--- src/hdl/json_key_value_extractor_assert.svh ---
// Assertion macros shared by the key/value extractor modules
`ifndef JSON_KEY_VALUE_EXTRACTOR_ASSERT_SVH
`define JSON_KEY_VALUE_EXTRACTOR_ASSERT_SVH

// Hold an invariant on every clock edge outside reset.
`define JKVE_ASSERT_ALWAYS(lbl, expr) \
  lbl: assert property (@(posedge clk) disable iff (!rst_n) (expr)) \
    else $error("invariant violated");

// Require a consequence in the same cycle as its cause.
`define JKVE_ASSERT_IMPLY(lbl, ante, cons) \
  lbl: assert property (@(posedge clk) disable iff (!rst_n) (ante) |-> (cons)) \
    else $error("same-cycle implication violated");

// Require a consequence in the cycle after its cause.
`define JKVE_ASSERT_NEXT(lbl, ante, cons) \
  lbl: assert property (@(posedge clk) disable iff (!rst_n) (ante) |=> (cons)) \
    else $error("next-cycle implication violated");

`endif

--- src/hdl/jkve_pkg.sv ---
// Types, constants and helper functions for the JSON key/value extractor
package jkve_pkg;

  localparam int KEY_MAX    = 32;
  localparam int NEST_BITS  = 16;
  localparam int WIN        = KEY_MAX + 2;
  localparam int KEY_CHARS  = 32;
  localparam int KEY_WORDS  = KEY_CHARS / 8;
  localparam int KC_W       = $clog2(KEY_CHARS);
  localparam int IDX_W      = $clog2(WIN);
  localparam int KLEN_W     = 6;
  localparam int CMP_W      = ((IDX_W > KLEN_W) ? IDX_W : KLEN_W) + 1;
  localparam int CAP_W      = 16;
  localparam int CNT_W      = 16;
  localparam int STAT_W     = 2;
  localparam int ADDR_W     = 6;
  localparam int DATA_W     = 64;
  localparam int OUT_DEPTH  = 4;
  localparam int OUT_PTR_W  = $clog2(OUT_DEPTH);
  localparam int OUT_CNT_W  = $clog2(OUT_DEPTH + 1);

  localparam logic [CAP_W-1:0] CAP_RESET = CAP_W'(64);

  localparam logic [7:0] CH_QUOTE  = 8'h22;
  localparam logic [7:0] CH_BSLASH = 8'h5C;
  localparam logic [7:0] CH_COLON  = 8'h3A;
  localparam logic [7:0] CH_LBRACE = 8'h7B;
  localparam logic [7:0] CH_RBRACE = 8'h7D;
  localparam logic [7:0] CH_LBRACK = 8'h5B;
  localparam logic [7:0] CH_RBRACK = 8'h5D;
  localparam logic [7:0] CH_COMMA  = 8'h2C;
  localparam logic [7:0] CH_SPACE  = 8'h20;
  localparam logic [7:0] CH_TAB    = 8'h09;
  localparam logic [7:0] CH_LF     = 8'h0A;
  localparam logic [7:0] CH_CR     = 8'h0D;
  localparam logic [7:0] CH_NUL    = 8'h00;

  typedef enum logic [2:0] {
    PH_SEARCH,
    PH_AFTER_KEY,
    PH_BEFORE_VALUE,
    PH_VALUE,
    PH_DONE
  } phase_t;

  typedef enum logic [1:0] {
    KIND_SCALAR,
    KIND_STRING,
    KIND_BRACE,
    KIND_BRACKET
  } kind_t;

  typedef enum logic [STAT_W-1:0] {
    ST_FOUND,
    ST_NOT_FOUND,
    ST_NOT_STRING
  } status_t;

  typedef enum logic [2:0] {
    REG_KEY_A,
    REG_KEY_B,
    REG_KEY_C,
    REG_KEY_D,
    REG_KEY_LEN,
    REG_CAPACITY,
    REG_MODE
  } reg_idx_t;

  typedef logic [KEY_CHARS-1:0][7:0] key_t;

  typedef struct packed {
    logic [7:0]       out_byte;
    logic             last;
    logic [STAT_W-1:0] status;
    logic [CNT_W-1:0] byte_count;
  } item_t;

  typedef struct packed {
    logic shift;
    logic clear;
  } cell_ctl_t;

  function automatic logic is_ws(input logic [7:0] ch);
    return (ch == CH_SPACE) || (ch == CH_TAB) || (ch == CH_LF) || (ch == CH_CR);
  endfunction

  function automatic logic is_delim(input logic [7:0] ch);
    return (ch == CH_COMMA) || (ch == CH_RBRACE) || (ch == CH_RBRACK) || is_ws(ch);
  endfunction

endpackage

--- src/hdl/jkve_out_fifo.sv ---
// Result buffer: takes up to two items a cycle, hands one on per transfer
`include "json_key_value_extractor_assert.svh"
module jkve_out_fifo (
  input  logic            clk,
  input  logic            rst_n,
  input  logic [1:0]      push_n,
  input  jkve_pkg::item_t push_a,
  input  jkve_pkg::item_t push_b,
  input  logic            pop_ready,
  output jkve_pkg::item_t head,
  output logic            head_valid,
  output logic            room
);
  import jkve_pkg::*;

  item_t                mem_r [OUT_DEPTH];
  logic [OUT_PTR_W-1:0] wr_ptr_r;
  logic [OUT_PTR_W-1:0] wr_ptr_nxt;
  logic [OUT_PTR_W-1:0] rd_ptr_r;
  logic [OUT_PTR_W-1:0] rd_ptr_nxt;
  logic [OUT_CNT_W-1:0] count_r;
  logic [OUT_CNT_W-1:0] count_nxt;
  logic                 pop;

  assign head_valid = (count_r != '0);
  assign head       = mem_r[rd_ptr_r];
  assign pop        = head_valid && pop_ready;
  // Leave space for the worst case of two items from one text byte.
  assign room       = (count_r <= OUT_CNT_W'(OUT_DEPTH - 2));

  always_comb begin
    wr_ptr_nxt = wr_ptr_r + OUT_PTR_W'(push_n);
    rd_ptr_nxt = rd_ptr_r + OUT_PTR_W'(pop);
    count_nxt  = count_r + OUT_CNT_W'(push_n) - OUT_CNT_W'(pop);
  end

  always_ff @(posedge clk) begin
    if (!rst_n) begin
      wr_ptr_r <= '0;
      rd_ptr_r <= '0;
      count_r  <= '0;
    end else begin
      wr_ptr_r <= wr_ptr_nxt;
      rd_ptr_r <= rd_ptr_nxt;
      count_r  <= count_nxt;
    end
  end

  always_ff @(posedge clk) begin
    if (push_n != 2'd0) begin
      mem_r[wr_ptr_r] <= push_a;
    end
    if (push_n == 2'd2) begin
      mem_r[wr_ptr_r + OUT_PTR_W'(1)] <= push_b;
    end
  end

  `JKVE_ASSERT_ALWAYS(a_fifo_bound, count_r <= OUT_CNT_W'(OUT_DEPTH))
  `JKVE_ASSERT_IMPLY(a_fifo_room, push_n != 2'd0, room)
  `JKVE_ASSERT_NEXT(a_fifo_drain, (push_n == 2'd0) && pop, count_r == $past(count_r) - OUT_CNT_W'(1))

endmodule

--- config.mk ---
export PLATFORM = sky130hd
export DESIGN_NAME = jkve_out_fifo
export DESIGN_NICKNAME = d
export VERILOG_FILES = /design/src/hdl/jkve_pkg.sv /design/src/hdl/jkve_out_fifo.sv
export VERILOG_INCLUDE_DIRS = /design/src /design/src/hdl
export SDC_FILE = /design/constraint.sdc
export NUM_CORES = 1
export LEC_CHECK = 0
export BUFFER_PORTS_ARGS = -buffer_cell sky130_fd_sc_hd__buf_2
export CAP_MARGIN = 20
export CORE_ASPECT_RATIO = 0.5
export CORE_MARGIN = 2
export CORE_UTILIZATION = 35
export CTS_BUF_LIST = sky130_fd_sc_hd__clkbuf_2 sky130_fd_sc_hd__clkbuf_4 sky130_fd_sc_hd__clkbuf_8
export DETAILED_ROUTE_END_ITERATION = 6
export SLEW_MARGIN = 20
export SYNTH_ARGS = -nofsm -noshare
export SYNTH_HDL_FRONTEND = slang
export SYNTH_SLANG_ARGS = --single-unit
--- constraint.sdc ---
create_clock -name clk -period 8.9 [get_ports clk]
set_clock_uncertainty 0.15 [all_clocks]
set_input_delay 1.335 -clock clk [delete_from_list [all_inputs] [get_ports clk]]
set_output_delay 1.335 -clock clk [all_outputs]
set_load 0.03 [all_outputs]
## Yosys cells after proc, flatten, opt, wreduce, memory -nomap -nowiden

Memories as Yosys holds them, arrays and structs flattened. A register that Yosys moved wholly into a read port is not among the register bits.
Cells that the tools add are included.
Widths: inputs -> output; s select.

| storage, ports and cells | value |
|---|---|
| memories | 1 |
| output and inout bits | 29 |
| bits in writable memories | 108 |
| register bits | 7 |
| bits of input ports | 59 |
| word-level logic and storage cells | 19 |

| operators by class | value |
|---|---|
| multiplexer cells | 5 |
| reductions and logical operators | 3 |
| add/sub/neg operators | 5 |
| $lt $le $gt $ge | 1 |
| eq/ne operators | 1 |

Memories:

| name | depth | bits a word | rd ports | clocked after memory_dff | wr ports | RTL line | source |
|---|---|---|---|---|---|---|---|
| mem_r | 4 | 27 | 1 | 1 | 2 | jkve_out_fifo.sv:16 | `item_t mem_r [OUT_DEPTH];` |

Operators by type and width:

| cell | count |
|---|---|
| $mux 1 | 4 |
| $add 3x2->3 | 1 |
| $le 3x2->1 const B | 1 |
| $reduce_bool 3->1 | 1 |
| $sub 3x1->3 | 1 |
| $add 2x1->2 | 1 |
| $add 2x1->2 const B | 1 |
| $add 2x2->2 | 1 |
| $eq 2x2->1 const B | 1 |
| $mux 2 | 1 |
| $reduce_bool 2->1 | 1 |
| $logic_and 1x1->1 | 1 |

## Longest topological paths before layout

Gate-level depths: netlist of the first run.

| depth | value |
|---|---|
| word-level depth | 4 |
| depth in mapped cells | 7 |
| gate-level depth less buffers | 6 |

## Least setup slack after synthesis of the first run

OpenSTA, ideal clock, no wires.

| timing | value |
|---|---|
| path type | input port to flip-flop |
| start point | input port push_n[1] |
| end point | memory mem_r[0][0] in the netlist's numbering, enable pin |
| buffers on the path | 1 |
| required time | 8301 ps |
| library setup time | 449 ps |
| path slack | 4790 ps |
| data arrival time | 3511 ps |
| stages | 3 |
| cell sequence | buf_2 -> o21bai_1 -> o21ai_0 |

RTL lines:

| item | RTL line | source |
|---|---|---|
| start, declared | jkve_out_fifo.sv:6 | `input logic [1:0] push_n,` |
| end, declared | jkve_out_fifo.sv:16 |  |

==> summary.md, run 1 <==
| Metric | Value |
|---|---|
| Outcome | complete, no violations |
| Gr usage total | 14.7% |
| Hold Crit Class | reg -> reg |
| Max Cap Viol | 0 |
| CP arrival | just over 2 ns |
| Post-synth EDFFs | 108 |
| TritonCTS buffer count | 17 |
| CP max FO | 30 |
| DRC | 0 |
| F_max | 0.283 GHz |
| Tmin final | 3.54 ns |
| Hold Buf Count CTS | 0 |
| Vias | 3081 |
| Final setup fails | 0 |
| Clock latency on the worst-skew pair | about 0.42 ns |
| Cell family with most CP delay | buffers and inverters |
| Ys flop type | edfxtp_1 |
| PD cells | 247 nW/µm² |
| # clock sinks | 115 |
| Synth Register Bits | 115 |
| Core Footprint | between 15000 and 20000 µm² |
| Actual slew at the worst max-slew pin | 0.995 ns |
| Final period util | just under 40% |
| CP Cell Sequence | buf_4, mux4_2, buf_2 |
| Layout area overhead | 19.6% |
| Syn nets | around 370 |
| Largest net degree at the start of global routing | 31 |
| Seq/Total Area, Yosys | about three fifths |
| Syn Area/Cell | 18.5 µm² |
| RSZ-0062 raised after global routing | no |
| # H-tree levels | 4 |
| Clk root buf | clkbuf_8 |
| Yosys top cell by area | edfxtp_1 |
| Final global-route overflow total | 0 |
| Post-cts sizing count | 0 |
| Final #Nets | 460 |
| Stages on worst setup path | 3 |
| Wire per inst | approximately 20 µm |
| Asr flop ratio synth | 0% |
| Initial DRC count | 125 |
| WP data required | 7.41 ns |
| Element type at the critical path end | output pin |
| Slew Viols, Final | 0 |
| Syn Inst Count | 306 |
| Final WL | 12.1 mm |
| Largest cells by area after synthesis | edfxtp_1, mux2_2, mux4_2, dfxtp_1, buf_2 |
| CP Buf/Inv Count | 2 |
| Final hold vios | 0 |
| Clock Pin Slew Worst Setup and Hold Paths | 0.07 ns |
| Hold_ws | 0.546 ns |
| Initial antenna violation count | 2 |
| Hpwl dp | 7.10 mm |
| Initial Util | 36.2% |
| Syn Std Cell Area | ~5700 µm² |
| Multi-input logic area | 2170 µm² |
| DP Area | 6290 µm² |
| Die height | between 90 and 100 µm |
| CTS tree | built |
| Setup bufs post-CTS | 0 |
| Register area | 3390 µm² |
| Syn. warnings | 0 |
| Layout cells sized above 1 | 64.9% |
| Share of the synthesized area in the top cell type | 57.3% |
| Reg2reg path depth | 2 |
| Synth unique cells | 30 |
| Total Power | between 1.5 and 2 mW |
| Port bufs | 87 |
| GPL Wtd Cong | 0.675 |
| Maximum vdd drop | 0.108 mV |
| Type of element launching the critical path | flop |
| Filler instances | roughly 1400 |
| P_leak | 2.39 nW |
| Die ar. | ~17000 µm² |
| IO Pins | approximately 90 |
| First drt pass iteration count | 4 |
| Setup TNS | 0 ns |
| Routed Antenna Nets | 0 |
| Global-route wire length before repair | 18.3 mm |
| Worst Setup Path Type | reg -> out |
| Min-Delay Path Depth | 2 |
| Slew headroom | 33.5% |
| Die Wd | roughly 180 µm |
| Largest stage delay on the critical path | about 0.6 ns |
| Vias per inst | 5.01 |
| Number of global-route vias before repair | 3274 |
| Longest Clk Path Bufs | 2 |
| Crit path max-delay cell type | mux4_2 |
| # rows | 32 |
| Design area | 6770 µm² |
==> final timing paths <==
| kind | to | startpoint | slack [ns] |
|---|---|---|---|
| max | head[10] | rd_ptr_r[0] | 5.36 |
| max reg2reg | mem_r[2][5] | wr_ptr_r[1] | 6.43 |
| min reg2reg | rd_ptr_r[0] | count_r[1] | 0.55 |
| min | rd_ptr_r[0] | count_r[1] | 0.55 |
==> metrics by stage <==
step / util [%] / worst slack, ns / std cells
floorplan: - / 4.79 / 306
finish: 43.3 / 5.36 / 615
detailed placement: 40.3 / 5.35 / 581
global route: 43.3 / 5.19 / 615
global placement: 40.3 / 5.40 / 581
CTS: 43.1 / 5.27 / 613
==> flip-flops by register name (all words and copies together) (netlist names) <==
| signal | count |
|---|---|
| mem_r | 108 |
| count_r | 3 |
| rd_ptr_r | 2 |
| wr_ptr_r | 2 |
==> Yosys cell counts, types with 2 or more instances <==
cell type,count
dfxtp_1,7
mux2_2,107
mux2i_1,4
nand2b_1,2
edfxtp_1,108
inv_1,4
o21bai_1,2
nand2_1,2
and2_1,3
buf_6,3
mux4_2,27
nor2b_1,2
ha_1,3
nor2_1,2
xnor3_1,2
buf_4,5
and4bb_2,2
buf_2,9
==> area by class of cell <==
| cell class | instances | share of cell area [%] |
|---|---|---|
| Multi-Input combinational cell | 168 | 32.1 |
| Sequential cell | 115 | 50.0 |
| Timing Repair Buffer | 91 | 7.17 |
| Clock buffer | 21 | 3.90 |
| Inverter | 4 | 0.222 |
| Antenna cell | 1 | 0.0370 |
| Clock inverter | 11 | 2.72 |
| Tap cell | 204 | 3.77 |
==> where the power goes <==
group          internal, mW  switching (mW)  total (mW)
clock                 0.344           0.213       0.556
combinational         0.178           0.241       0.419
sequential            0.665          0.0300       0.695
==> tightest hold or removal path, delay by kind of cell (launching register included) <==
kind	cells	cell delay (ns)
flops	1	0.39
compound gates	1	0.13
mux	1	0.13
==> layout by cell type (no fill, tap or decap), drive strengths merged, types with 2 or more instances in the layout <==
| master | count |
|---|---|
| and4bb | 2 |
| clkbuf | 21 |
| and2 | 3 |
| mux4 | 27 |
| clkinv | 4 |
| nor2b | 2 |
| ha | 3 |
| nor2 | 2 |
| o21bai | 2 |
| mux2i | 4 |
| buf | 91 |
| nand2b | 2 |
| bufinv | 5 |
| clkinvlp | 2 |
| xnor3 | 2 |
| mux2 | 108 |
| inv | 4 |
| edfxtp | 108 |
| dfxtp | 7 |
| nand2 | 2 |
==> cells by family after synthesis <==
| logic type | count (synthesis) | share of synthesized area [%] |
|---|---|---|
| fa+ha+maj | 4 | 1.02 |
| mux | 139 | 32.9 |
| xor+xnor | 2 | 0.796 |
| buf+inv | 23 | 2.45 |
| simple gates | 17 | 2.28 |
| flops | 115 | 59.8 |
| compound gates | 6 | 0.729 |
==> metal layers <==
| metal | wire [µm] | share of wire, % | global-route usage, % |
|---|---|---|---|
| met3 | 490 | 4.1 | 3.84 |
| met4 | 55 | 0.46 | 5.00 |
| met1 | 5680 | 47 | 19.6 |
| met2 | 5840 | 48 | 23.3 |
| met5 | 11 | 0.091 | 0 |
No activity file was read; power rests on OpenSTA's default activity.
==> run 2: changes to the inputs <==
==> constraint.sdc (replaced) <==
create_clock -name clk -period 3.2 [get_ports clk]
set_clock_uncertainty 0.15 [all_clocks]
set_input_delay 0.48 -clock clk [delete_from_list [all_inputs] [get_ports clk]]
set_output_delay 0.48 -clock clk [all_outputs]
set_load 0.03 [all_outputs]
==> run 2 against run 1 <==
  * Setup slack worse by 4.9 ns
  * Via count grew 0.45%
  * Hold slack worse by 0.30 ns
  * Die area unchanged
  * Critical path type unchanged
  * Critical endpoint is now head[21]
==> summary.md, run 2 (synthesis gave the netlist of run 1 again) <==
| Metric | Value |
|---|---|
| Commonest non-fill, non-tap cell in the layout | edfxtp_1 |
| Die ar. | 17300 µm² (unchanged) |
| Hold Crit Class | in -> reg |
| Layout area overhead | 19.6% (about the same) |
| Final #Nets | 468 (+1.7%) |
| Core Footprint | 15600 µm² (unchanged) |
| Element type at the critical path end | output pin |
| CP arrival | 2.15 ns (+0.10 ns) |
| RR Endpoint | mem_r[2][3] |
| Setup bufs post-CTS | 0 (unchanged) |
| # rows | 32 (unchanged) |
| Layout cells sized above 1 | 65.1% (+0.27 points) |
| Cell family with most CP delay | flip-flops |
| Setup TNS | 0 ns (unchanged) |
| Slew headroom | 58.2% (+25 points) |
| PD cells | 668 nW/µm² (+170%) |
| WP data required | 2.57 ns (-4.84 ns) |
| Hold_ws | 0.243 ns (-0.303 ns) |
| Reg2reg path depth | 3 (+1) |
| CP endpoint | head[21] |
| R2R Setup Slk | 1.06 ns (-5.37 ns) |
| Total Power | 4.52 mW (+170%) |
| Actual slew at the worst max-slew pin | 0.626 ns (-0.368 ns) |
| Die Wd | 184 µm (unchanged) |
| Port bufs | 87 (unchanged) |
| Routed Antenna Nets | 0 (unchanged) |
| CP Cell Sequence | buf_12, mux4_2, buf_2 |
| Final period util | 86.8% |
| Reg2reg start | wr_ptr_r[1] |
| P_leak | 2.40 nW (+0.59%) |
| Vias per inst | 4.99 (-0.36%) |
| Final global-route overflow total | 0 (unchanged) |
| F_max | approximately 0.36 GHz |
| # H-tree levels | 4 (unchanged) |
| Hpwl dp | 7.49 mm (+5.6%) |
| Number of global-route vias before repair | 3340 (+2.0%) |
| Global-route wire length before repair | 18.5 mm (+1.1%) |
| Longest Clk Path Bufs | 2 (unchanged) |
| CTS tree | built |
| Critical Path Source | rd_ptr_r[0] |
| Slew Viols, Final | 0 (unchanged) |
| First drt pass iteration count | 4 (unchanged) |
| Max Cap Viol | 0 (unchanged) |
| Most frequent cells in the layout | edfxtp_1, mux2_2, buf_2 |
| Clock Pin Slew Worst Setup and Hold Paths | 0.07 ns (about the same) |
| Outcome | complete, no violations |
| RSZ-0062 raised after global routing | no |
| CP Buf/Inv Count | 2 (unchanged) |
| Filler instances | 1424 (-0.070%) |
| Initial antenna violation count | 0 (-2) |
| Maximum vdd drop | 0.256 mV (+140%) |
| Die height | 93.9 µm (unchanged) |
| Largest Register | mem_r |
| TritonCTS buffer count | 17 (unchanged) |
| Wire per inst | 19.4 µm (-1.2%) |
| Initial Util | 36.2% (unchanged) |
| Final hold vios | 0 (unchanged) |
| Largest regs | mem_r (108), count_r (3) |
| Largest net degree at the start of global routing | 28 (-9.7%) |
| Type of element launching the critical path | flop |
| Util after Layout | 43.4% (about the same) |
| Hold Buf Count CTS | 0 (unchanged) |
| Stages on worst setup path | 3 (unchanged) |
| DRC | 0 (unchanged) |
| Clock latency on the worst-skew pair | 0.41 ns (about the same) |
| Clk root buf | clkbuf_8 |
| Gr usage total | 14.8% (+0.18 points) |
| Final setup fails | 0 (unchanged) |
| Crit path max-delay cell type | dfxtp_2 |
| Post-cts sizing count | 0 (unchanged) |
| Final WL | 12.0 mm (-0.40%) |
| ANT cells | 0 (-1) |
| Worst Setup Path Type | reg -> out |
| CP max FO | 17 (-43%) |
| IO Pins | 88 (unchanged) |
| Max reg flops | 108 (unchanged) |
| Tmin final | around 2.8 ns |
| GPL Wtd Cong | 0.701 (+3.8%) |
| Initial DRC count | 204 (+63%) |
| # clock sinks | 115 (unchanged) |
| Largest stage delay on the critical path | 0.73 ns (+0.12 ns) |
| Vias | 3095 (+0.45%) |
==> run 2: cell types whose count changed in the layout (fill, tap and decap cells not counted), sizes merged <==
cell	change
diode	-1
clkinv	+3
bufinv	-1
clkbuf	-4
buf	+8
==> run 2: final cells by class <==
class | instances | area (µm²) | area share, %
clock buffer | 17 | 234 | 3.46
clock inverter | 13 | 168 | 2.48
inverter | 4 | 15.0 | 0.222
multi-input combinational | 168 | 2170 | 32.1
sequential | 115 | 3390 | 50.0
tap | 204 | 255 | 3.77
timing repair buffer | 99 | 538 | 7.95
==> run 2: worst reg2reg max path: stages, from the launching register on <==
cell and delay, ns:
dfxtp_1 0.44, and4bb_2 0.53, buf_4 0.38, mux2_2 0.39
==> run 2: worst min-delay path by stage <==
stage / startpoint / endpoint / slack (ns) / cells past startpoint
2_1_floorplan: rst_n / count_r[0] / 0.45 / 1
6_report: push_b[9] / mem_r[1][9] / 0.24 / 2
3_5_place_dp: count_r[1] / rd_ptr_r[0] / 0.52 / 2
3_3_place_gp: rd_ptr_r[1] / rd_ptr_r[1] / 0.52 / 2
4_1_cts: push_a[9] / mem_r[1][9] / 0.22 / 2
5_1_grt: push_b[19] / mem_r[2][19] / 0.23 / 2
==> run 2: through the flow <==
step | cells | setup WS [ns] | area [µm²]
after floorplan | 306 | 0.617 | 5660
after global placement | 590 | 0.838 | 6370
after detailed placement | 590 | 0.824 | 6370
after CTS | 620 | 0.353 | 6770
after global routing | 620 | 0.272 | 6770
final | 620 | 0.422 | 6770
==> run 2: power by group <==
group	switching (mW)	internal (mW)	total, mW
registers	0.108	1.85	1.96
clock network	0.576	0.827	1.40
logic	0.653	0.509	1.16
==> run 2: routing by layer <==
layer / track usage [%] / vias up / part of all wire (%)
met5: 0 / - / 0
met4: 4.80 / 0 / 0.46
met3: 3.60 / 7 / 4.4
met2: 24.3 / 71 / 48
met1: 19.6 / 1568 / 47
li1: - / 1449 / -
