[src/hdl/json_key_value_extractor_assert.svh]
// Assertion macros shared by the key/value extractor modules
`ifndef JSON_KEY_VALUE_EXTRACTOR_ASSERT_SVH
`define JSON_KEY_VALUE_EXTRACTOR_ASSERT_SVH

// Hold an invariant on every clock edge outside reset.
`define JKVE_ASSERT_ALWAYS(lbl, expr) \
  lbl: assert property (@(posedge clk) disable iff (!rst_n) (expr)) \
    else $error("invariant violated");

// Require a consequence in the same cycle as its cause.
`define JKVE_ASSERT_IMPLY(lbl, ante, cons) \
  lbl: assert property (@(posedge clk) disable iff (!rst_n) (ante) |-> (cons)) \
    else $error("same-cycle implication violated");

// Require a consequence in the cycle after its cause.
`define JKVE_ASSERT_NEXT(lbl, ante, cons) \
  lbl: assert property (@(posedge clk) disable iff (!rst_n) (ante) |=> (cons)) \
    else $error("next-cycle implication violated");

`endif

[src/hdl/jkve_pkg.sv]
// Types, constants and helper functions for the JSON key/value extractor
package jkve_pkg;

  localparam int KEY_MAX    = 32;
  localparam int NEST_BITS  = 16;
  localparam int WIN        = KEY_MAX + 2;
  localparam int KEY_CHARS  = 32;
  localparam int KEY_WORDS  = KEY_CHARS / 8;
  localparam int KC_W       = $clog2(KEY_CHARS);
  localparam int IDX_W      = $clog2(WIN);
  localparam int KLEN_W     = 6;
  localparam int CMP_W      = ((IDX_W > KLEN_W) ? IDX_W : KLEN_W) + 1;
  localparam int CAP_W      = 16;
  localparam int CNT_W      = 16;
  localparam int STAT_W     = 2;
  localparam int ADDR_W     = 6;
  localparam int DATA_W     = 64;
  localparam int OUT_DEPTH  = 4;
  localparam int OUT_PTR_W  = $clog2(OUT_DEPTH);
  localparam int OUT_CNT_W  = $clog2(OUT_DEPTH + 1);

  localparam logic [CAP_W-1:0] CAP_RESET = CAP_W'(64);

  localparam logic [7:0] CH_QUOTE  = 8'h22;
  localparam logic [7:0] CH_BSLASH = 8'h5C;
  localparam logic [7:0] CH_COLON  = 8'h3A;
  localparam logic [7:0] CH_LBRACE = 8'h7B;
  localparam logic [7:0] CH_RBRACE = 8'h7D;
  localparam logic [7:0] CH_LBRACK = 8'h5B;
  localparam logic [7:0] CH_RBRACK = 8'h5D;
  localparam logic [7:0] CH_COMMA  = 8'h2C;
  localparam logic [7:0] CH_SPACE  = 8'h20;
  localparam logic [7:0] CH_TAB    = 8'h09;
  localparam logic [7:0] CH_LF     = 8'h0A;
  localparam logic [7:0] CH_CR     = 8'h0D;
  localparam logic [7:0] CH_NUL    = 8'h00;

  typedef enum logic [2:0] {
    PH_SEARCH,
    PH_AFTER_KEY,
    PH_BEFORE_VALUE,
    PH_VALUE,
    PH_DONE
  } phase_t;

  typedef enum logic [1:0] {
    KIND_SCALAR,
    KIND_STRING,
    KIND_BRACE,
    KIND_BRACKET
  } kind_t;

  typedef enum logic [STAT_W-1:0] {
    ST_FOUND,
    ST_NOT_FOUND,
    ST_NOT_STRING
  } status_t;

  typedef enum logic [2:0] {
    REG_KEY_A,
    REG_KEY_B,
    REG_KEY_C,
    REG_KEY_D,
    REG_KEY_LEN,
    REG_CAPACITY,
    REG_MODE
  } reg_idx_t;

  typedef logic [KEY_CHARS-1:0][7:0] key_t;

  typedef struct packed {
    logic [7:0]       out_byte;
    logic             last;
    logic [STAT_W-1:0] status;
    logic [CNT_W-1:0] byte_count;
  } item_t;

  typedef struct packed {
    logic shift;
    logic clear;
  } cell_ctl_t;

  function automatic logic is_ws(input logic [7:0] ch);
    return (ch == CH_SPACE) || (ch == CH_TAB) || (ch == CH_LF) || (ch == CH_CR);
  endfunction

  function automatic logic is_delim(input logic [7:0] ch);
    return (ch == CH_COMMA) || (ch == CH_RBRACE) || (ch == CH_RBRACK) || is_ws(ch);
  endfunction

endpackage

[src/hdl/jkve_cell.sv]
// One window cell: holds a text byte, shifts it on, checks the incoming byte
module jkve_cell (
  input  logic                         clk,
  input  logic                         rst_n,
  input  jkve_pkg::cell_ctl_t          ctl,
  input  logic [jkve_pkg::IDX_W-1:0]   cell_idx,
  input  logic [jkve_pkg::KLEN_W-1:0]  key_len,
  input  jkve_pkg::key_t               key_chars,
  input  logic [7:0]                   byte_in,
  output logic [7:0]                   byte_out,
  output logic                         char_ok
);
  import jkve_pkg::*;

  logic [7:0]       byte_r;
  logic [7:0]       byte_nxt;
  logic [CMP_W-1:0] pos;
  logic [CMP_W-1:0] len;
  logic [CMP_W-1:0] kidx;
  logic [7:0]       want_ch;

  // The byte entering this cell is the one the match sees after the shift.
  always_comb begin
    pos     = CMP_W'(cell_idx);
    len     = CMP_W'(key_len);
    kidx    = len - pos;
    want_ch = CH_NUL;
    if (kidx < CMP_W'(KEY_CHARS)) begin
      want_ch = key_chars[kidx[KC_W-1:0]];
    end
    if ((pos == '0) || (pos == len + CMP_W'(1))) begin
      char_ok = (byte_in == CH_QUOTE);
    end else if (pos <= len) begin
      char_ok = (byte_in == want_ch);
    end else begin
      char_ok = 1'b1;
    end
  end

  always_comb begin
    byte_nxt = byte_r;
    if (ctl.clear) begin
      byte_nxt = CH_NUL;
    end else if (ctl.shift) begin
      byte_nxt = byte_in;
    end
  end

  always_ff @(posedge clk) begin
    if (!rst_n) begin
      byte_r <= CH_NUL;
    end else begin
      byte_r <= byte_nxt;
    end
  end

  assign byte_out = byte_r;

endmodule

[config.mk]
export PLATFORM = sky130hd
export DESIGN_NAME = jkve_cell
export DESIGN_NICKNAME = d
export VERILOG_FILES = /design/src/hdl/json_key_value_extractor_assert.svh /design/src/hdl/jkve_pkg.sv /design/src/hdl/jkve_cell.sv
export SDC_FILE = /design/constraint.sdc
export NUM_CORES = 1
export LEC_CHECK = 0
export BUFFER_PORTS_ARGS = -buffer_cell sky130_fd_sc_hd__buf_2
export CORE_AREA = 2 2 113 115
export CTS_CLUSTER_SIZE = 30
export DETAILED_ROUTE_END_ITERATION = 8
export DIE_AREA = 0 0 115 117
export PLACE_DENSITY_LB_ADDON = 0.12
export SLEW_MARGIN = 15
export SYNTH_ARGS = -nofsm -noshare
export SYNTH_HDL_FRONTEND = slang
export SYNTH_SLANG_ARGS = --single-unit
[constraint.sdc]
create_clock -name clk -period 6.4 [get_ports clk]
set_clock_uncertainty 0.2 [all_clocks]
set_input_delay 0.64 -clock clk [delete_from_list [all_inputs] [get_ports clk]]
set_output_delay 0.64 -clock clk [all_outputs]
set_load 0.01 [all_outputs]
# ---- Word level (Yosys, flattened, before mapping)
# Cells that the tools add are included.
dict set report totals {
  ff_bits 8
  in_bits 280
  output_inout_bits 9
  wordCells 18
}
dict set report op_classes {
  add_sub_neg 2
  order_cmp 3
  eq_ne 3
  muxes 5
  bitwise 1
  n_reduce_logical 3
}
# operator count
set op_table {}
lappend op_table {{$bmux 8 s5} 1}
lappend op_table {{$mux 8} 2}
lappend op_table {{$eq 8x6->1 const B} 1}
lappend op_table {{$eq 8x8->1} 1}
lappend op_table {{$add 6x1->7 const B} 1}
lappend op_table {{$eq 6x7->1} 1}
lappend op_table {{$lt 7x6->1 const B} 1}
lappend op_table {{$sub 6x6->7} 1}
lappend op_table {{$le 6x6->1} 1}
lappend op_table {{$logic_not 6->1} 1}
lappend op_table {{$lt 5x6->1 const B} 1}
lappend op_table {{$mux 1} 2}
lappend op_table {{$reduce_or 2->1} 1}
lappend op_table {{$logic_or 1x1->1} 1}
lappend op_table {{$not 1->1} 1}

# ---- Logic depth before layout (Yosys ltp)
# Gate-level depths: netlist (run 1).
dict set report depth {
  ltp_word 7
  depth_mapped 15
}

# ---- Worst setup path after synthesis (run 1)
# OpenSTA, ideal clock, no wires.
dict set report synth_path {
  path_kind {input port to output port}
  startpoint {in key_len[0] (netlist bit)}
  endpoint {out char_ok}
  arrival_ns 3.346
  required_ns 5.560
  path_slack_ns 2.214
  cell_stages 14
  n_path_buf 1
  path_cell_list {inv_1 ha_1 fa_1 xnor2_1 clkbuf_1 nand3_1 nand4_1 mux2_2 mux2_2 a21oi_1 or3_1 o21ai_1 nand4_1 a22oi_1}
}
dict set report synth_between {
  elab_chain_cells 7
  word_cells_on_any_way 12
  cone_classes {add/sub (2); order compare (2); eq/ne (2); mux (5); reduce/logical (1)}
}
# item line
set synth_rtl {}
lappend synth_rtl {{start, declared} jkve_cell.sv:7} ;# input logic [jkve_pkg::KLEN_W-1:0] key_len,
lappend synth_rtl {{$sub 6x6->7} jkve_cell.sv:26} ;# kidx = len - pos;
lappend synth_rtl {{$bmux 8 s5} jkve_cell.sv:29} ;# want_ch = key_chars[kidx[KC_W-1:0]];
lappend synth_rtl {{$mux 8 (not written as such)} jkve_cell.sv:29}
lappend synth_rtl {{$mux 8} jkve_cell.sv:28} ;# if (kidx < CMP_W'(KEY_CHARS)) begin
lappend synth_rtl {{$eq 8x8->1} jkve_cell.sv:34} ;# char_ok = (byte_in == want_ch);
lappend synth_rtl {{$mux 1} jkve_cell.sv:33} ;# end else if (pos <= len) begin
lappend synth_rtl {{$mux 1 *} jkve_cell.sv:31} ;# if ((pos == '0) || (pos == len + CMP_W'(1))) begin
lappend synth_rtl {{end, declared} jkve_cell.sv:11} ;# output logic char_ok
# Every way passes the cells marked *; elsewhere a longest branch is shown, timed or not. The select of a mux whose other input is x is not followed.

# ---- Worst setup path after layout (run 1)
# Ends and elaborated chain as after synthesis.

==> results by group, run 1 <==
Min path
  • Worst Hold Class: flop to flop

Global routing
  • Antenna violations before repair: 0
  • GR peak layer: met2
  • First-pass GRT wire length: 21400 um
  • Global-route usage over all layers: 19.6%
  • Largest net degree at the start of global routing: 67
  • Met2 usage: 35.6%
  • Met1 usage: 24.4%
  • GR Overflow Total: 0
  • GRT met3 Usage: 2.52%
  • Vias in the first global route: 4409

Synth
  • Synth unique cells: 36
  • Syn Nets: 758
  • FF+latch count, synth: 8
  • Post-Syn Area: 0.00348 mm^2
  • Syn_area_per_cell: 7.41 um^2
  • Synth warn: 0
  • Number of cells produced by synthesis: 470
  • Sequential share of the synthesized area: 4.60%

CTS
  • Reg clk slew, reported paths: 40 ps
  • Post-CTS Hold Fix Bufs: 0
  • Cts bufs inserted: 3
  • Longest Clk Path Bufs: 2
  • CTS Root Cell: clkbuf_16
  • CTS tree: yes
  • CTS H-tree lvls: 1
  • # resized after CTS: 0
  • Setup Buffers After CTS: 0
  • Worst-Skew Late Latency: 230 ps
  • Clk sink count: 8

Routing
  • Via count: 4637
  • DRC viols: 0
  • DR iter-0 viols: 323
  • WL/cell: 16.2 um
  • DRT antenna net count: 0
  • DRT Wirelength: 14300 um
  • Detailed-router iteration count before antenna repair: 5
  • Vias/cell: 5.27

Floorplanning
  • Core Area: 0.0123 mm^2
  • DIE HEIGHT: 117 um
  • Full die area: 0.0135 mm^2
  • Die X: 115 um
  • Starting Density: 28.3%
  • I/O pin count: 289
  • FP Rows: 41

Timing
  • Setup TNS Final: 0 ps
  • Relative slew slack: 30.3%
  • Min Tclk post-route: 5260 ps
  • Final Slew Violations: 0
  • Slew @ Worst Pin: 1050 ps
  • Fin Hold WS: 289 ps
  • Final period util: 82.2%
  • Setup repair after global routing missed its margin: no
  • FMAX: 0.190 GHz
  • Final Hold Fails: 0
  • Final Setup Violations: 0
  • Setup ws final: 1140 ps

Placement
  • Placed instance area: 0.00509 mm^2
  • Inst Count DP: 877
  • Final GP Congestion: 0.835
  • Setup Slack @ Placement: 1110 ps
  • Buffers added on ports: 288
  • Dpl hpwl: 11600 um

Cells and area
  • # diodes: 0
  • Post-Layout Cell Count: 880
  • Max reg flops: 8
  • Layout cells sized above 1: 45.6%
  • Syn-to-layout area delta: 48.5%
  • Final Cell Area: 0.00517 mm^2
  • Final nets: 1020

Setup path
  • CP max-delay cell: fa_4
  • CP Class: input port to primary output
  • Cell family with the largest share of critical-path delay: adder cells
  • WP data arrival: 4420 ps
  • Worst path max stage delay: 1210 ps
  • CP Buf/Inv Count: 4
  • Worst-path maximum fanout: 35
  • Data required time of the critical path: 5560 ps
  • Endpoint type of the worst setup path: primary output
  • Critical Path, Cell by Cell: buf_2, inv_1, ha_2, fa_4, buf_12, mux2i_1, nand3_1, nand4_1, mux2_2, mux2_2, nor4bb_1, a31oi_1, o21ai_1, nand4_1, a22oi_1, buf_2
  • Startpoint types: input port

Pwr
  • Worst VDD drop: 172 uV
  • Cell leakage power: 2.77 nW
  • Pwr/cell area: 154 mW/mm^2

Run
  • Max-cap violations: 0

Run status
  • Status: completed
[power by group]
group	switching [mW]	total (mW)	internal, mW
clock	0.0250	0.106	0.0806
combinational	0.327	0.637	0.310
sequential	0.000870	0.0527	0.0518
[Yosys cell counts (all sizes together)]
cell / instances / area share, %
mux2: 25 / 8.1
buf: 21 / 2.9
inv: 12 / 1.3
a21boi: 1 / 0.22
dfxtp: 8 / 4.6
and2: 1 / 0.18
xnor2: 5 / 1.3
mux2i: 136 / 39
a211oi: 1 / 0.22
nor2: 11 / 1.2
nand2: 4 / 0.43
a21oi: 8 / 1.2
nand2b: 2 / 0.36
nor4: 1 / 0.18
nor4bb: 5 / 1.4
nor2b: 1 / 0.18
o21a: 1 / 0.22
xor2: 9 / 2.3
and4: 1 / 0.25
nor3: 2 / 0.29
a22oi: 2 / 0.43
a21o: 1 / 0.22
fa: 1 / 0.58
o32ai: 1 / 0.25
o21ai: 6 / 0.86
a31oi: 5 / 0.90
or3: 4 / 0.72
clkbuf: 21 / 2.3
nand3: 129 / 19
o2111ai: 1 / 0.25
ha: 7 / 2.5
nand3b: 1 / 0.22
nand4: 36 / 6.5
[layout by cell type, fill, tap and decap left out, types with 8 or more instances in the layout]
master and count:
a21oi_1 8, mux2_2 25, nor2_1 11, buf_2 288, buf_4 8, dfxtp_1 8
nand4_1 36, inv_1 11, nand3_1 129, mux2i_1 136
[per-layer routing]
layer  vias up  wire, um
met4         0       334
met3        27      1070
met2       202      6930
met1      2088      5920
li1       2320         -
met5         -         0
[area by class of cell]
cell class                 count  area (um^2)
clock buffer                   3         75.1
fill                        1298         7140
inverter                      12         45.0
multi-input combinational    408         3140
sequential                     8          160
tap                          150          188
timing repair buffer         299         1560
[path summary, 6_finish.rpt]
path	from	to	slack [ps]	cells past startpoint
worst min register to register	byte_out[2]	byte_out[2]	290	2
worst max register to register	byte_out[0]	byte_out[0]	5590	2
worst min-delay path	byte_out[2]	byte_out[2]	290	2
worst max-delay path	key_len[0]	char_ok	1140	16
[metrics by stage]
step / power, mW / utilization, %
final: 0.795 / 42.0
after global routing: 0.867 / 42.0
after CTS: 0.808 / 42.0
after detailed placement: 0.696 / 41.4
after global placement: 0.688 / 41.4
after floorplan: 0.488 / -
[worst reg2reg max path, delay by kind of cell, from the launching register on]
family           cells  cell delay [ps]
and+or+nand+nor      1               50
DFF                  1              310
muxes                1              120
[cell families after synthesis]
logic type	synth area share, %
buf+inv	6.43
fa+ha+maj	3.09
flops	4.60
simple gates	30.4
mux	47.2
xor+xnor	3.52
compound gates	4.71
Note: power is estimated with default switching activity, not from simulation.
==> inputs of run 2 (changes only) <==
--- a/config.mk
+++ b/config.mk
@@ -5,6 +5,7 @@
 export SDC_FILE = /design/constraint.sdc
 export NUM_CORES = 1
 export LEC_CHECK = 0
+export ABC_AREA = 1
 export BUFFER_PORTS_ARGS = -buffer_cell sky130_fd_sc_hd__buf_2
 export CORE_AREA = 2 2 113 115
 export CTS_CLUSTER_SIZE = 30
==> constraint.sdc (replaced) <==
create_clock -name clk -period 5.35 [get_ports clk]
set_clock_uncertainty 0.2 [all_clocks]
set_input_delay 0.535 -clock clk [delete_from_list [all_inputs] [get_ports clk]]
set_output_delay 0.535 -clock clk [all_outputs]
set_load 0.01 [all_outputs]
==> run 2 against run 1 <==
Non-clock buffer count fell by 2. Routed wire length rose by 18%. Via count rose by 24%. Hold slack got worse by 7.7 ps. Sequential share of layout area barely moved. Clock-buffer cell count did not move. Synthesized cell count rose by 68%. Clock power rose by 17%. Utilization rose by 0.17 points. Critical endpoint unchanged. First-iteration DRC count rose by 15%. Critical path depth rose by 3. Cell area rose by 0.41%. Critical path type unchanged.
==> results by group, run 2 <==
CTS
  • Reg clk slew, reported paths: 40 ps
  • Longest Clk Path Bufs: 2
  • Cts bufs inserted: 3
  • Setup Buffers After CTS: 0
  • CTS Root Cell: clkbuf_16
  • Post-CTS Hold Fix Bufs: 0
  • CTS H-tree lvls: 1
  • Worst-Skew Late Latency: 230 ps
  • CTS tree: yes
  • Clk sink count: 8
  • # resized after CTS: 0

Min path
  • Hold worst-path end: byte_out[6]
  • WHS Path Cells: 2
  • Hold Path Origin: byte_out[6]
  • Worst Hold Class: flop to flop

Global routing
  • GR Overflow Total: 0
  • Global-route usage over all layers: 23.5%
  • Met1 usage: 29.2%
  • Vias in the first global route: 5474
  • GR peak layer: met2
  • GRT met3 Usage: 3.24%
  • Antenna violations before repair: 1
  • Largest net degree at the start of global routing: 60
  • Met2 usage: 43.6%
  • First-pass GRT wire length: 25800 um

Synth
  • Post-synthesis xor/xnor area fraction: 2.12%
  • Main synth FF type: dfxtp_1
  • Adder-cell share of the synthesized area: 2.94%
  • Largest family of logic cells by synthesized area: simple AND/OR/NAND/NOR gates
  • Top-count cell post-synth: nand2_1
  • Simple logic cell fraction of the synthesized area: 71.0%
  • Syn Nets: 1076
  • Synth top cells by count: 368 x nand2_1, 184 x nand3_1, 52 x nor2_1, 49 x inv_1, 24 x buf_2
  • Synth unique cells: 28
  • Largest cells by area after synthesis: nand2_1 38%, nand3_1 25%, nor2_1 5.3%
  • Post-Syn Area: 0.00367 mm^2
  • Syn_area_per_cell: 4.65 um^2
  • Synth warn: 0
  • Post-synthesis compound-gate area fraction: 6.21%
  • FF+latch count, synth: 8
  • Sequential share of the synthesized area: 4.37%
  • Top cell type's share of synthesized area: 37.7%
  • Number of cells produced by synthesis: 788
  • Mux cell area share after synthesis: 0%
  • Synth async-reset ratio: 0%
  • EDFF count, synth: 0
  • Leading area contributor after synthesis: nand2_1

Cells and area
  • Max reg flops: 8
  • Final nets: 1326
  • Layout cells sized above 1: 30.1%
  • Most frequent cells in the layout: 368 x nand2_1, 288 x buf_2, 184 x nand3_1, 52 x nor2_1, 49 x inv_1
  • Commonest non-fill, non-tap cell in the layout: nand2_1
  • Syn-to-layout area delta: 41.6%

Timing
  • Slew @ Worst Pin: 766 ps
  • Final Hold Fails: 0
  • Setup repair after global routing missed its margin: no
  • Relative slew slack: 48.8%
  • Final Setup Violations: 0
  • Setup TNS Final: 0 ps
  • Setup ws final: 1070 ps
  • Final Slew Violations: 0
  • Min Tclk post-route: 4280 ps
  • Final period util: 80.0%
  • FMAX: 0.234 GHz

Setup path
  • CP Class: input port to primary output
  • Critical Path, Cell by Cell: buf_2, inv_1, ha_4, clkinv_2, buf_12, nand2_1, nand2_1, nand2_1, nand3_1, nand2_1, nand2_1, nand3_1, nand4_1, nand2_1, nand2_1, nor2_1, nand2_1, a21oi_2, buf_2
  • Cell family with the largest share of critical-path delay: buffers and inverters
  • Data required time of the critical path: 4620 ps
  • CP Buf/Inv Count: 5
  • WP data arrival: 3540 ps
  • Worst flop-to-flop path endpoint: byte_out[7]
  • CP max-delay cell: clkinv_2
  • Reg2reg start: byte_out[7]
  • Endpoint type of the worst setup path: primary output
  • R2R setup slack: 4440 ps
  • Worst-path maximum fanout: 59
  • Worst path most repeated cell: nand2_1
  • R2R depth: 2
  • Startpoint types: input port
  • Worst path max stage delay: 540 ps

Placement
  • Dpl hpwl: 13400 um
  • Setup Slack @ Placement: 1070 ps
  • Final GP Congestion: 0.841
  • Buffers added on ports: 288

Routing
  • DRC viols: 0
  • Via count: 5763
  • WL/cell: 14.1 um
  • DRT antenna net count: 0
  • Vias/cell: 4.86
  • DRT Wirelength: 16800 um
  • Detailed-router iteration count before antenna repair: 5
  • DR iter-0 viols: 373

Floorplanning
  • I/O pin count: 289
  • Full die area: 0.0135 mm^2
  • FP Rows: 41
  • Die X: 115 um
  • Starting Density: 29.8%
  • Core Area: 0.0123 mm^2
  • DIE HEIGHT: 117 um

Pwr
  • Total Power: 0.878 mW
  • Worst VDD drop: 85.6 uV
  • Pwr/cell area: 169 mW/mm^2
  • Cell leakage power: 3.13 nW

Run
  • Max-cap violations: 0

Run status
  • Status: completed
[run 2: changes by cell type after synthesis, sizes merged, moves of 28 or more]
cell and change:
inv +42, mux2i -136, nand2 +366, nand3 +55
nand4 -28, nor2 +42
[run 2: per-layer routing]
layer	part of all wire (%)	wire length, um
met5	0	0
met4	2.0	333
met3	7.5	1260
met2	48	8040
met1	43	7140
[run 2: cell families (layout without fill, tap and decap cells)]
group           after synthesis  after routing
buf+inv                     106            354
compound gates               38             38
flops                         8              8
simple gates                620            620
other cells                   0              1
fa+ha+maj                     8              8
xor+xnor                      8              8
[run 2: cell type report]
cell class                      instances  area, um^2
Multi-Input combinational cell        674        3040
Inverter                               54         204
Fill cell                            1485        7120
Timing Repair Buffer                  297        1520
Sequential cell                         8         160
Tap cell                              150         188
Antenna cell                            1        2.50
Clock buffer                            3        75.1
[run 2: worst max-delay path by stage]
stage	start	to	slack, ps	cells after the start
final	key_len[0]	char_ok	1070	19
after global routing	key_len[0]	char_ok	720	21
after CTS	key_len[0]	char_ok	1060	19
after detailed placement	key_len[0]	char_ok	1070	19
after global placement	key_len[0]	char_ok	1090	19
after floorplan	key_len[0]	char_ok	2030	17
[run 2: through the flow]
stage | hold slack, ps | instance area [um^2] | std cells | util (%)
final | 281 | 5190 | 1187 | 42.2
after detailed placement | 281 | 5110 | 1183 | 41.5
after CTS | 287 | 5190 | 1186 | 42.1
after floorplan | 305 | 3670 | 788 | -
after global routing | 306 | 5190 | 1186 | 42.1
after global placement | 270 | 5110 | 1183 | 41.5
[run 2: power breakdown]
| group | internal (mW) | switching (mW) | leakage (nW) |
|---|---|---|---|
| Sequential | 0.0625 | 0.00107 | 0.0655 |
| Combinational | 0.261 | 0.429 | 3.03 |
| Clock | 0.0962 | 0.0276 | 0.0370 |
[run 2: worst reg2reg max path, delay by kind of cell, from the launching register on]
family,cells,cell delay [ps]
AO/OA/AOI/OAI,1,250
flip-flops,1,320
AND/OR/NAND/NOR,1,40
==> inputs of run 3 (changes only) <==
==> constraint.sdc (replaced) <==
create_clock -name clk -period 4.4 [get_ports clk]
set_clock_uncertainty 0.2 [all_clocks]
set_input_delay 0.44 -clock clk [delete_from_list [all_inputs] [get_ports clk]]
set_output_delay 0.44 -clock clk [all_outputs]
set_load 0.01 [all_outputs]
==> run 3 against run 2 <==
Routed wire length grew 0.21%. Final cell count is the same. Critical path type unchanged. Power grew 23%. Largest cell class unchanged.
==> results by group, run 3 (synthesized netlist as in run 2, its figures left out) <==
CTS
  • Setup Buffers After CTS: 0
  • Post-CTS Hold Fix Bufs: 0
  • Reg clk slew, reported paths: 40 ps
  • # resized after CTS: 0
  • Longest Clk Path Bufs: 2
  • CTS Root Cell: clkbuf_16
  • Worst-Skew Late Latency: 230 ps
  • Clk sink count: 8
  • CTS tree: yes
  • CTS H-tree lvls: 1
  • Cts bufs inserted: 3

Global routing
  • Antenna violations before repair: 1
  • First-pass GRT wire length: 25600 um
  • GR Overflow Total: 0
  • Global-route usage over all layers: 23.5%
  • Vias in the first global route: 5280
  • Largest net degree at the start of global routing: 100

Pwr
  • Switching part of the total: 52.0%
  • Clock power share: 13.9%
  • Cell leakage power: 3.14 nW
  • Pwr/cell area: 207 mW/mm^2
  • Sequential share of power: 7.2%
  • Worst VDD drop: 119 uV
  • Sw Pwr: 0.562 mW
  • Logic pwr share: 78.9%
  • Pint: 0.518 mW

Routing
  • DRT Wirelength: 16800 um
  • DRT antenna net count: 0
  • WL/cell: 14.2 um
  • Vias/cell: 4.77
  • Detailed-router iteration count before antenna repair: 4
  • DR iter-0 viols: 340
  • DRC viols: 0
  • Via count: 5662

Setup path
  • CP Buf/Inv Count: 4
  • Worst path max stage delay: 570 ps
  • CP max-delay cell: fa_2
  • WP data arrival: 3050 ps
  • Worst path most repeated cell: nand2_1
  • CP Class: input port to primary output
  • Endpoint type of the worst setup path: primary output
  • Worst-path maximum fanout: 65
  • Cell family with the largest share of critical-path delay: simple AND/OR/NAND/NOR gates
  • Data required time of the critical path: 3760 ps
  • Startpoint types: input port
  • Critical Path, Cell by Cell: buf_2, inv_1, ha_4, fa_2, buf_12, o21ai_0, o21ai_1, nand2_1, nand3_1, nand3_1, nand2_1, nand3_1, nand2_1, nand2_1, nor2_1, nand2_1, a21oi_2, buf_2

Floorplanning
  • Die X: 115 um
  • FP Rows: 41
  • DIE HEIGHT: 117 um
  • Full die area: 0.0135 mm^2
  • Starting Density: 29.8%
  • Core Area: 0.0123 mm^2
  • I/O pin count: 289

Placement
  • Dpl hpwl: 13500 um
  • Buffers added on ports: 288
  • Final GP Congestion: 0.861

Timing
  • Setup repair after global routing missed its margin: no
  • Setup TNS Final: 0 ps
  • Final Setup Violations: 0
  • Final period util: 84.0%
  • Final Slew Violations: 0
  • Min Tclk post-route: 3690 ps
  • Relative slew slack: 71.7%
  • Slew @ Worst Pin: 424 ps
  • FMAX: 0.271 GHz
  • Final Hold Fails: 0

Run
  • Max-cap violations: 0

Cells and area
  • Layout cells sized above 1: 30.1%
  • Final nets: 1326
  • Commonest non-fill, non-tap cell in the layout: nand2_1
  • Most frequent cells in the layout: 368 x nand2_1, 288 x buf_2, 184 x nand3_1, 52 x nor2_1, 49 x inv_1
  • Core Util, Final: 42.5%
  • Layout fillers: 1484
  • Syn-to-layout area delta: 42.6%
  • Max reg flops: 8

Min path
  • Worst Hold Class: flop to flop

Run status
  • Status: completed
[run 3: worst paths after layout]
| path | startpoint | to | slack (ps) | depth (start not counted) |
|---|---|---|---|---|
| hold / removal | byte_out[3] | byte_out[3] | 280 | 2 |
| setup reg to reg | byte_out[2] | byte_out[2] | 3540 | 2 |
| hold reg to reg | byte_out[3] | byte_out[3] | 280 | 2 |
| setup / recovery | key_len[0] | char_ok | 710 | 18 |
[run 3: layout make-up]
cell class                      count  area, um^2  area share, %
Inverter                           54         204           3.90
Multi-Input combinational cell    674        3040           58.1
Tap cell                          150         188           3.59
Sequential cell                     8         160           3.06
Antenna cell                        1        2.50         0.0479
Clock buffer                        3        75.1           1.44
Timing Repair Buffer              297        1560           29.8
[run 3: power groups by stage]
stage               logic, mW  registers [mW]  clock network (mW)
floorplan               0.566          0.0801                   0
global placement        0.862          0.0786                   0
detailed placement      0.860          0.0786                   0
CTS                     0.863          0.0775               0.151
global route            0.970          0.0779               0.155
finish                  0.853          0.0774               0.150
[run 3: layer usage]
layer / vias up / share of wire [%] / track usage, %
met1: 2399 / 44 / 29.6
met2: 220 / 48 / 44.2
met4: 0 / 1.1 / 2.81
met3: 14 / 6.6 / 2.73
met5: - / 0 / 0
li1: 3029 / - / -
[run 3: tightest hold or removal path, delay by kind of cell, from the launching register on]
kind             cells  cell delay [ps]
AND/OR/NAND/NOR      1               80
AO/OA/AOI/OAI        1               50
flip-flops           1              300
[run 3: stage by stage]
| stage | setup WS, ps | hold slack (ps) | area (um^2) | total power, mW | std cells |
|---|---|---|---|---|---|
| 3_3_place_gp | 718 | 277 | 5150 | 0.941 | 1183 |
| 2_1_floorplan | 1270 | 305 | 3670 | 0.646 | 788 |
| 4_1_cts | 695 | 280 | 5230 | 1.09 | 1186 |
| 5_1_grt | 465 | 312 | 5230 | 1.20 | 1186 |
| 6_report | 705 | 278 | 5230 | 1.08 | 1187 |
| 3_5_place_dp | 703 | 278 | 5150 | 0.938 | 1183 |
